===== src/hdl/mpe_pkg.sv =====
// Shared types, constants and CRC helpers for the multiboot payload encryptor.
// Used by mpe_core, mpe_out_fifo and multiboot_payload_encryptor; no dependencies.
package mpe_pkg;

  localparam int unsigned MAX_IMAGE_BYTES = 262144;

  localparam int WORD_W     = 32;
  localparam int CRC_W      = 16;
  localparam int OFF_W      = 18;
  localparam int BYTE_W     = 8;
  localparam int CFG_IDX_W  = 2;
  localparam int CFG_DATA_W = 18;

  localparam logic [CRC_W-1:0]  CRC_INIT  = 16'hc387;
  localparam logic [CRC_W-1:0]  CRC_POLY  = 16'hc37b;
  localparam logic [WORD_W-1:0] KEY_MUL   = 32'h6f646573;
  localparam logic [WORD_W-1:0] KEY_XOR   = 32'h43202f2f;
  localparam logic [WORD_W-1:0] ADDR_BASE = 32'h02000000;
  localparam logic [WORD_W-1:0] KEY_BASE  = 32'hffff00d1;
  localparam logic [WORD_W-1:0] FIN_HIGH  = 32'hffff0000;
  localparam logic [WORD_W-1:0] FIN_ADD   = 32'h0000000f;
  localparam logic [OFF_W-1:0]  START_OFFSET_RST = 18'd192;
  localparam logic [OFF_W:0]    OFF_LIMIT = (OFF_W+1)'(MAX_IMAGE_BYTES);
  localparam logic [OFF_W:0]    OFF_STEP  = (OFF_W+1)'(4);

  localparam int FIFO_DEPTH = 4;
  localparam int PTR_W      = $clog2(FIFO_DEPTH);
  localparam int CNT_W      = $clog2(FIFO_DEPTH + 1);

  typedef enum logic [CFG_IDX_W-1:0] {
    CFG_PALETTE_KEY  = 2'd0,
    CFG_SEED_BYTE    = 2'd1,
    CFG_START_OFFSET = 2'd2
  } cfg_idx_t;

  typedef struct packed {
    logic [WORD_W-1:0] data_word;
    logic              last;
  } in_t;

  typedef struct packed {
    logic [WORD_W-1:0] out_word;
    logic              is_crc;
    logic              end_of_run;
  } out_t;

  typedef struct packed {
    logic valid;
    logic dual;
  } push_ctl_t;

  // Bit-serial reference fold; evaluated only on constant arguments.
  function automatic logic [CRC_W-1:0] crc_ref(logic [CRC_W-1:0] crc, logic [WORD_W-1:0] word);
    logic [CRC_W-1:0]  c;
    logic [WORD_W-1:0] w;
    c = crc;
    w = word;
    for (int k = 0; k < WORD_W; k++) begin
      if (c[0] ^ w[0]) begin
        c = (c >> 1) ^ CRC_POLY;
      end else begin
        c = c >> 1;
      end
      w = w >> 1;
    end
    return c;
  endfunction

  // Fold as a flat XOR network: the fold is linear in crc and word.
  function automatic logic [CRC_W-1:0] crc_fold(logic [CRC_W-1:0] crc, logic [WORD_W-1:0] word);
    logic [CRC_W-1:0] acc;
    acc = '0;
    for (int i = 0; i < CRC_W; i++) begin
      if (crc[i]) begin
        acc = acc ^ crc_ref(CRC_W'(1) << i, '0);
      end
    end
    for (int j = 0; j < WORD_W; j++) begin
      if (word[j]) begin
        acc = acc ^ crc_ref('0, WORD_W'(1) << j);
      end
    end
    return acc;
  endfunction

endpackage


===== src/hdl/multiboot_payload_encryptor.sv =====
// Multiboot payload encryptor: one plain word per request in, one encrypted word out
// per request, plus the final CRC after the word marked last. Each word passes through
// combinational logic into a four-entry result queue, so its first result can leave the
// cycle after the request is taken. A request is taken while the queue has room for two
// results and the queue delivers one per cycle: with out_ready held high ordinary words
// go through every cycle, but each last word leaves one extra result behind, so a run of
// last words cannot be taken every cycle.
// Depends on mpe_pkg, mpe_core, mpe_out_fifo.
module multiboot_payload_encryptor (
  input  logic                          clk,
  input  logic                          rst_n,
  input  logic                          in_valid,
  output logic                          in_ready,
  input  mpe_pkg::in_t                  in_data,
  output logic                          out_valid,
  input  logic                          out_ready,
  output mpe_pkg::out_t                 out_data,
  input  logic                          cfg_valid,
  output logic                          cfg_ready,
  input  logic [mpe_pkg::CFG_IDX_W-1:0] cfg_index,
  input  logic [mpe_pkg::CFG_DATA_W-1:0] cfg_data
);

  logic [mpe_pkg::BYTE_W-1:0] palette_key_r;
  logic [mpe_pkg::BYTE_W-1:0] seed_byte_r;
  logic [mpe_pkg::OFF_W-1:0]  start_offset_r;

  logic               room;
  logic               take;
  mpe_pkg::push_ctl_t push;
  mpe_pkg::out_t      res_word;
  mpe_pkg::out_t      res_crc;

  assign cfg_ready = 1'b1;
  assign in_ready  = room;
  assign take      = in_valid && room;

  always_ff @(posedge clk) begin
    if (!rst_n) begin
      palette_key_r  <= '0;
      seed_byte_r    <= '0;
      start_offset_r <= mpe_pkg::START_OFFSET_RST;
    end else if (cfg_valid) begin
      unique case (cfg_index)
        mpe_pkg::CFG_PALETTE_KEY:  palette_key_r  <= cfg_data[mpe_pkg::BYTE_W-1:0];
        mpe_pkg::CFG_SEED_BYTE:    seed_byte_r    <= cfg_data[mpe_pkg::BYTE_W-1:0];
        mpe_pkg::CFG_START_OFFSET: start_offset_r <= cfg_data[mpe_pkg::OFF_W-1:0];
        default: ;
      endcase
    end
  end

  mpe_core u_core (
    .clk          (clk),
    .rst_n        (rst_n),
    .take         (take),
    .in_data      (in_data),
    .palette_key  (palette_key_r),
    .seed_byte    (seed_byte_r),
    .start_offset (start_offset_r),
    .push         (push),
    .res_word     (res_word),
    .res_crc      (res_crc)
  );

  mpe_out_fifo u_out_fifo (
    .clk       (clk),
    .rst_n     (rst_n),
    .push      (push),
    .wr_first  (res_word),
    .wr_second (res_crc),
    .room      (room),
    .out_valid (out_valid),
    .out_ready (out_ready),
    .out_data  (out_data)
  );

endmodule


===== src/hdl/mpe_core.sv =====
// Run state and datapath: CRC, keystream, byte offset; builds one or two results per word.
// Depends on mpe_pkg.
module mpe_core (
  input  logic                      clk,
  input  logic                      rst_n,
  input  logic                      take,
  input  mpe_pkg::in_t              in_data,
  input  logic [mpe_pkg::BYTE_W-1:0] palette_key,
  input  logic [mpe_pkg::BYTE_W-1:0] seed_byte,
  input  logic [mpe_pkg::OFF_W-1:0]  start_offset,
  output mpe_pkg::push_ctl_t        push,
  output mpe_pkg::out_t             res_word,
  output mpe_pkg::out_t             res_crc
);

  logic [mpe_pkg::CRC_W-1:0]  crc_r, crc_nxt;
  logic [mpe_pkg::WORD_W-1:0] key_r, key_nxt;
  logic [mpe_pkg::OFF_W-1:0]  off_r, off_nxt;
  logic                       at_start_r, at_start_nxt;

  logic [mpe_pkg::WORD_W-1:0] key_cur;
  logic [mpe_pkg::OFF_W-1:0]  off_cur;
  logic [mpe_pkg::CRC_W-1:0]  crc_run;
  logic [mpe_pkg::CRC_W-1:0]  crc_fin;
  logic [mpe_pkg::WORD_W-1:0] fin_val;
  logic [mpe_pkg::WORD_W-1:0] addr;
  logic [mpe_pkg::OFF_W:0]    off_sum;

  always_comb begin
    key_cur = at_start_r
            ? mpe_pkg::KEY_BASE + {{(mpe_pkg::WORD_W-mpe_pkg::BYTE_W-8){1'b0}}, palette_key, 8'h00}
            : key_r;
    off_cur = at_start_r ? start_offset : off_r;

    crc_run = mpe_pkg::crc_fold(crc_r, in_data.data_word);
    key_nxt = key_cur * mpe_pkg::KEY_MUL + mpe_pkg::WORD_W'(1);
    addr    = mpe_pkg::ADDR_BASE + mpe_pkg::WORD_W'(off_cur);

    fin_val = (mpe_pkg::WORD_W'({seed_byte, 8'h00}) + mpe_pkg::WORD_W'(palette_key)
               + mpe_pkg::FIN_ADD) | mpe_pkg::FIN_HIGH;
    crc_fin = mpe_pkg::crc_fold(crc_run, fin_val);

    off_sum = {1'b0, off_cur} + mpe_pkg::OFF_STEP;
    off_nxt = (off_sum >= mpe_pkg::OFF_LIMIT) ? '0 : off_sum[mpe_pkg::OFF_W-1:0];

    crc_nxt      = in_data.last ? mpe_pkg::CRC_INIT : crc_run;
    at_start_nxt = in_data.last;

    res_word.out_word   = in_data.data_word ^ (mpe_pkg::WORD_W'(0) - addr) ^ key_nxt
                          ^ mpe_pkg::KEY_XOR;
    res_word.is_crc     = 1'b0;
    res_word.end_of_run = !in_data.last;

    res_crc.out_word    = mpe_pkg::WORD_W'(crc_fin);
    res_crc.is_crc      = 1'b1;
    res_crc.end_of_run  = 1'b1;

    push.valid = take;
    push.dual  = take && in_data.last;
  end

  always_ff @(posedge clk) begin
    if (!rst_n) begin
      crc_r      <= mpe_pkg::CRC_INIT;
      key_r      <= '0;
      off_r      <= '0;
      at_start_r <= 1'b1;
    end else if (take) begin
      crc_r      <= crc_nxt;
      key_r      <= key_nxt;
      off_r      <= off_nxt;
      at_start_r <= at_start_nxt;
    end
  end

endmodule


===== src/hdl/mpe_out_fifo.sv =====
// Four-entry result queue; takes one or two results per cycle, delivers one while out_ready is high.
// Depends on mpe_pkg.
module mpe_out_fifo (
  input  logic               clk,
  input  logic               rst_n,
  input  mpe_pkg::push_ctl_t push,
  input  mpe_pkg::out_t      wr_first,
  input  mpe_pkg::out_t      wr_second,
  output logic               room,
  output logic               out_valid,
  input  logic               out_ready,
  output mpe_pkg::out_t      out_data
);

  mpe_pkg::out_t mem_r [mpe_pkg::FIFO_DEPTH];

  logic [mpe_pkg::PTR_W-1:0] wr_ptr_r, wr_ptr_nxt;
  logic [mpe_pkg::PTR_W-1:0] rd_ptr_r, rd_ptr_nxt;
  logic [mpe_pkg::CNT_W-1:0] count_r, count_nxt;
  logic [mpe_pkg::PTR_W-1:0] wr_ptr_plus1;
  logic                      pop;

  always_comb begin
    pop          = out_valid && out_ready;
    wr_ptr_plus1 = wr_ptr_r + mpe_pkg::PTR_W'(1);
    wr_ptr_nxt   = wr_ptr_r;
    if (push.valid) begin
      wr_ptr_nxt = push.dual ? wr_ptr_r + mpe_pkg::PTR_W'(2) : wr_ptr_plus1;
    end
    rd_ptr_nxt = pop ? rd_ptr_r + mpe_pkg::PTR_W'(1) : rd_ptr_r;
    count_nxt  = count_r
               + (push.valid ? mpe_pkg::CNT_W'(1) : '0)
               + (push.dual  ? mpe_pkg::CNT_W'(1) : '0)
               - (pop        ? mpe_pkg::CNT_W'(1) : '0);
  end

  assign out_valid = (count_r != '0);
  assign out_data  = mem_r[rd_ptr_r];
  assign room      = (count_r <= mpe_pkg::CNT_W'(mpe_pkg::FIFO_DEPTH - 2));

  always_ff @(posedge clk) begin
    if (push.valid) begin
      mem_r[wr_ptr_r] <= wr_first;
    end
    if (push.dual) begin
      mem_r[wr_ptr_plus1] <= wr_second;
    end
  end

  always_ff @(posedge clk) begin
    if (!rst_n) begin
      wr_ptr_r <= '0;
      rd_ptr_r <= '0;
      count_r  <= '0;
    end else begin
      wr_ptr_r <= wr_ptr_nxt;
      rd_ptr_r <= rd_ptr_nxt;
      count_r  <= count_nxt;
    end
  end

  a_count_bound: assert property (@(posedge clk) disable iff (!rst_n)
    count_r <= mpe_pkg::CNT_W'(mpe_pkg::FIFO_DEPTH))
    else $error("result queue count exceeds depth");

  a_push_has_room: assert property (@(posedge clk) disable iff (!rst_n)
    push.valid |-> count_r <= mpe_pkg::CNT_W'(mpe_pkg::FIFO_DEPTH - 2))
    else $error("result pushed without room for two");

  a_pop_drains: assert property (@(posedge clk) disable iff (!rst_n)
    (pop && !push.valid) |=> count_r == $past(count_r) - mpe_pkg::CNT_W'(1))
    else $error("count did not drop after pop");

endmodule

===== config.mk =====
export PLATFORM = sky130hd
export DESIGN_NAME = multiboot_payload_encryptor
export DESIGN_NICKNAME = d
export VERILOG_FILES = /design/src/hdl/mpe_pkg.sv /design/src/hdl/multiboot_payload_encryptor.sv /design/src/hdl/mpe_core.sv /design/src/hdl/mpe_out_fifo.sv
export SDC_FILE = /design/constraint.sdc
export NUM_CORES = 1
export LEC_CHECK = 0
export BUFFER_PORTS_ARGS = -buffer_cell sky130_fd_sc_hd__buf_2
export CAP_MARGIN = 5
export CELL_PAD_IN_SITES_DETAIL_PLACEMENT = 1
export CELL_PAD_IN_SITES_GLOBAL_PLACEMENT = 2
export CORE_ASPECT_RATIO = 1.5
export CORE_UTILIZATION = 37
export DETAILED_ROUTE_END_ITERATION = 12
export PLACE_DENSITY_LB_ADDON = 0.1
export SETUP_SLACK_MARGIN = 0.5
export SYNTH_ARGS = -nofsm -noshare
export SYNTH_HDL_FRONTEND = slang
export SYNTH_SLANG_ARGS = --single-unit

===== constraint.sdc =====
create_clock -name clk -period 20.5 [get_ports clk]
set_input_delay 3.075 -clock clk [delete_from_list [all_inputs] [get_ports clk]]
set_output_delay 3.075 -clock clk [all_outputs]
set_load 0.1 [all_outputs]

# Word-level counts from Yosys, hierarchy flattened

Memories as Yosys holds them, arrays and structs flattened. A register that Yosys moved wholly into a read port is not among the register bits.
Index checks and enable logic that the tools add are counted.

Memory bits (read-only): 0
Flip-flop bits (word level): 108
RAM bits: 136
Logic and storage cells: 7747
Latch bits: 0
Memories kept: 1

Add/sub/neg operators: 13
Mux-type cells: 5132
Multipliers: 1
Equal/unequal tests: 2
Divide/modulo/power cells: 0
Shift-type cells: 0
Order comparisons: 2
Reductions and logical operators: 9
Bitwise gates (word level): 2577

Memory list:

| memory           | depth | bits a word | rd ports | clocked after Yosys merged registers in | write ports | RTL line           | source |
|---|---|---|---|---|---|---|---|
| u_out_fifo.mem_r | 4     | 34          | 1        | 1                                       | 2           | mpe_out_fifo.sv:15 | `mpe_pkg::out_t mem_r [mpe_pkg::FIFO_DEPTH];` |

Operators with widths:

| cell                                                                   | count |
|---|---|
| 16-bit two-way mux                                                     | 5119 |
| 9-bit inverter with 10-bit output                                      | 2480 |
| 16-bit XOR                                                             | 78 |
| 32-bit XOR                                                             | 2 |
| 7-bit inverter                                                         | 8 |
| 10-bit inverter                                                        | 4 |
| 18-bit two-way mux                                                     | 2 |
| 32-bit by 1-bit adder with 32-bit output (second input constant)       | 1 |
| 32-bit by 31-bit multiplier with 32-bit output (second input constant) | 1 |
| 32-bit two-way mux                                                     | 1 |
| 1-bit by 32-bit subtractor with 32-bit output (first input constant)   | 1 |
| 14-bit inverter                                                        | 2 |
| 26-bit by 18-bit adder with 27-bit output (first input constant)       | 1 |
| 18-bit by 3-bit adder with 19-bit output (second input constant)       | 1 |
| 19-bit greater-or-equal comparator (second input constant)             | 1 |
| 17-bit by 17-bit adder with 18-bit output (first input constant)       | 1 |
| 16-bit by 4-bit adder with 16-bit output (second input constant)       | 1 |
| 16-bit by 8-bit adder with 16-bit output                               | 1 |
| 8-bit inverter                                                         | 2 |
| 9-bit inverter                                                         | 1 |
| 1-bit two-way mux                                                      | 7 |
| 3-bit adder                                                            | 2 |
| 2-bit two-way mux                                                      | 3 |
| 2-bit AND reduction                                                    | 3 |
| other kinds (10)                                                       | 13 |

# Depth between registers and ports, before layout

Word-level depth: 360
Gate-level depth with buffers: 32
Gate-level depth less buffers: 28

# Hierarchy

Synthesis repeated with hierarchy kept, for this count alone.

Cells, all modules: 2312
Area, all modules: 24786.3 µm²

Modules (own cells, without submodules):

| module                      | area an instance (µm²) | times used | cells each | sequential area each (µm²) |
|---|---|---|---|---|
| mpe_core                    | 15816.4                | 1          | 1789       | 1341.3 |
| mpe_out_fifo                | 7638.6                 | 1          | 384        | 4264.1 |
| multiboot_payload_encryptor | 1331.3                 | 1          | 139        | 680.7 |

# Least setup slack after synthesis

OpenSTA, ideal clock, no wires.

Path kind: register to register
From: reg u_core.at_start_r
To: mem u_out_fifo.mem_r[0][27] (netlist name)
Path buffers: 5
Required time: 20.438 ns
Library setup time: 0.062 ns
Arrival time: 8.679 ns
Stages on the path, launching flop included: 32
Slack: 11.759 ns
Path through: dfxtp_1 buf_2 buf_1 clkbuf_1 clkbuf_1 clkbuf_1 mux2i_1 inv_1 fa_1 ha_1 inv_1 fa_1 inv_1 fa_1 ha_1 ha_1 inv_1 fa_1 inv_1 fa_1 ha_1 a21o_1 a21o_1 a21o_1 a21o_1 a21oi_1 o21ai_0 o211ai_1 a21boi_0 o21ai_1 mux4_2 nand3_1

RTL lines:

| item                   | RTL line           | source |
|---|---|---|
| from (decl)            | mpe_core.sv:19     | `logic at_start_r, at_start_nxt;` |
| from (signal assigned) | mpe_core.sv:72     | `at_start_r <= at_start_nxt;` |
| to (decl)              | mpe_out_fifo.sv:15 |  |

==> metrics.txt <==
Worst R2R Start u_core.at_start_r$_SDFFE_PN1P_; top cell type's share of synthesized area 16.78%; WP data required 21.01 ns; leading cell type in the layout, fill and taps excluded inv_1; number of gates resized after cts 0; Mapped Nets 2854; Max-Cap Viols 0; status completed; most frequent cells in the layout 449 x inv_1, 305 x xnor2_1, 210 x ha_1, 192 x fa_1, 189 x nand2_1; Worst Setup Path Type flop to flop; Final Hold Fails 0; Worst Tran Pin Value 1.158 ns; FMAX 114.2 MHz; layout cells sized above 1 9.740%; Fillers 7025; total grt overflow 0; Clock Skews 0.02883 ns; period utilization 42.73%; worst-path fanout max 42; first-pass GRT wire length 116400 um; Yosys reg bits 246; Worst Hold Launch u_core.key_r[1]$_SDFFE_PN0P_; Mean Syn Cell Area 9.569 sq um; I/O Buffers 93; Die Span X 205.2 um; GP Congestion 0.8874; r2r worst-path depth 27; Inst Count DP 3209; DP HPWL 64810 um; Core Region 0.06111 sq mm; Hold Crit Class flop to flop; Wirelength per Cell 23.86 um; synth warn 0; DR iter-0 viols 676; Slew Viols, Final 0; RSZ-0062 raised after global routing no; Post-CTS Setup Inserts 0; register-to-register setup slack 11.74 ns; Std-Cell Rows 111; worst path arrival time 9.27 ns; Residual DRC 0; Max transition margin 22.56%; part of the Yosys area used for sequential elements 24.29%; Final Critical Period 8.760 ns; Max Used Layer met4; Sink Count 246; r2r endpoint u_out_fifo.mem_r[0][33]$_SDFFE_PP0P_; # IOs 95; largest net degree at the start of global routing 78; H-tree depth reported by CTS 1; ys flop type dfxtp_1; vias in the first global route 18.53k; Max stage delay cell, worst path buf_4; drt first pass iters 5; die area 0.06293 sq mm; Area after DPL 0.02418 sq mm; via-per-instance ratio 5.100; CTS Buf Count 25; Via Count 16.61k; leading area contributor after synthesis fa_1; CTS clk-pin slew, worst paths 0.07 ns; initial antenna violation count 0; setup tns final 0 ns; Synth async-reset ratio 0%; chip height 306.8 um; Mapped Cells 2394; final WL 77700 um; CTS tree yes; crit path capture type flop; clock latency at the later pin of the worst-skew pair 0.57 ns; post-route cell area 0.02499 sq mm; Hold EP u_core.key_r[1]$_SDFFE_PN0P_; M1 WL 28290 um; Worst Setup Start Kind flop; Post-synth EDFFs 64; Post-DRT Antenna Nets 0; cts hold-fix bufs 0; WHS Path Cells 2; Area Growth Syn to Fin 9.077%; Syn Std Cell Area 0.02291 sq mm; synth top area cells fa_1 17%, dfxtp_1 16%, xnor2_1 12%; Worst path max stage delay 0.58 ns; Finish-stage setup viols 0; maximum clock path buffer count 3; initial core utilization 37.49%; Cell variety after synth 67; CTS root buf clkbuf_16; NumNets Final 2905; Non-Filler Instances 3256; Met3 Wirelength 2112 um; gr usage total 25.21%; wire length on met2 43650 um
==> stage by stage <==
step / setup slack, ns / utilization (%) / hold slack (ns)
floorplan: 11.76 / - / 0.4124
global placement: 11.71 / 39.57 / 0.4262
detailed placement: 11.62 / 39.57 / 0.4384
CTS: 11.65 / 40.89 / 0.4494
global route: 11.27 / 40.89 / 0.4731
finish: 11.74 / 40.89 / 0.4449
==> metal layers <==
layer / vias to the layer above / GRT usage (%)
met3: 131 / 2.035
met5: - / 0
met4: 0 / 11.01
met1: 8396 / 26.60
met2: 306 / 49.74
li1: 7772 / -
==> layout make-up <==
class | count | area (sq um) | share of cell area, %
Clock buffer | 31 | 658.1 | 2.634
Antenna cell | 1 | 2.502 | 0.01001
Tap cell | 791 | 989.7 | 3.961
Sequential cell | 246 | 5568 | 22.28
Clock inverter | 15 | 143.9 | 0.5758
Multi-Input combinational cell | 1606 | 15300 | 61.23
Timing Repair Buffer | 115 | 630.6 | 2.524
Inverter | 451 | 1694 | 6.780
==> cell usage after synthesis (3+ instances only) <==
cell	count
inv_1	449
xnor2_1	305
ha_1	210
fa_1	192
nand2_1	189
dfxtp_1	182
nor2_1	101
xor2_1	86
a21oi_1	83
o22ai_1	72
clkbuf_1	66
edfxtp_1	64
mux2i_1	41
mux4_2	38
o21ai_0	38
a22o_1	36
nand3_1	31
a21o_1	20
or2_2	19
buf_1	16
nor3_1	12
a22oi_1	11
nand2b_1	11
xnor2_2	10
a31oi_1	8
and2_1	8
nor2b_1	7
buf_2	6
nand4_1	6
xor2_2	6
a211oi_1	5
and3_1	5
o22a_1	5
a21boi_0	4
nand3b_1	4
nor3b_1	4
mux2_2	3
or3_1	3
xnor3_1	3
==> worst max-delay path by stage <==
stage	startpoint	end	slack [ns]	depth (start not counted)
floorplan	u_core.at_start_r$_SDFFE_PN1P_	u_out_fifo.mem_r[0][27]$_SDFFE_PP0P_	11.76	31
global placement	u_core.at_start_r$_SDFFE_PN1P_	u_out_fifo.mem_r[2][33]$_SDFFE_PP0P_	11.71	27
global route	u_core.at_start_r$_SDFFE_PN1P_	u_out_fifo.mem_r[2][32]$_SDFFE_PP0P_	11.27	24
detailed placement	u_core.at_start_r$_SDFFE_PN1P_	u_out_fifo.mem_r[0][33]$_SDFFE_PP0P_	11.62	27
finish	u_core.at_start_r$_SDFFE_PN1P_	u_out_fifo.mem_r[0][33]$_SDFFE_PP0P_	11.74	27
CTS	u_core.at_start_r$_SDFFE_PN1P_	u_out_fifo.mem_r[2][33]$_SDFFE_PP0P_	11.65	27
==> kinds of logic (layout without fill, tap and decap cells) <==
family / after synthesis / count (layout) / share of synthesized area [%]
compound gates: 300 / 300 / 8.357
other cells: 1 / 2 / 0.01637
mux: 82 / 82 / 5.675
buf+inv: 542 / 612 / 8.941
fa+ha+maj: 402 / 402 / 28.25
simple gates: 409 / 409 / 7.865
flops: 246 / 246 / 24.29
xor+xnor: 412 / 412 / 16.60
==> critical path, delay by kind of cell, from the launching register on <==
kind / cells / cell delay [ns]
adders and majority gates: 9 / 3.71
DFF: 1 / 0.48
buffers and inverters: 6 / 1.16
AOI/OAI and AO/OA: 9 / 2.00
muxes: 1 / 0.56
xor gates and xnor gates: 2 / 0.77
==> sequential cells by signal (all words and copies together) (netlist names), named ones only <==
name / count
palette_key_r: 8
seed_byte_r: 8
start_offset_r: 18
u_core.at_start_r: 1
u_core.crc_r: 16
u_core.key_r: 32
u_core.off_r: 18
u_out_fifo.count_r: 3
u_out_fifo.mem_r: 136
u_out_fifo.rd_ptr_r: 2
u_out_fifo.wr_ptr_r: 2
Power is not shown: default switching activity piles up to over one toggle a cycle in this logic, so the estimate is an artifact.
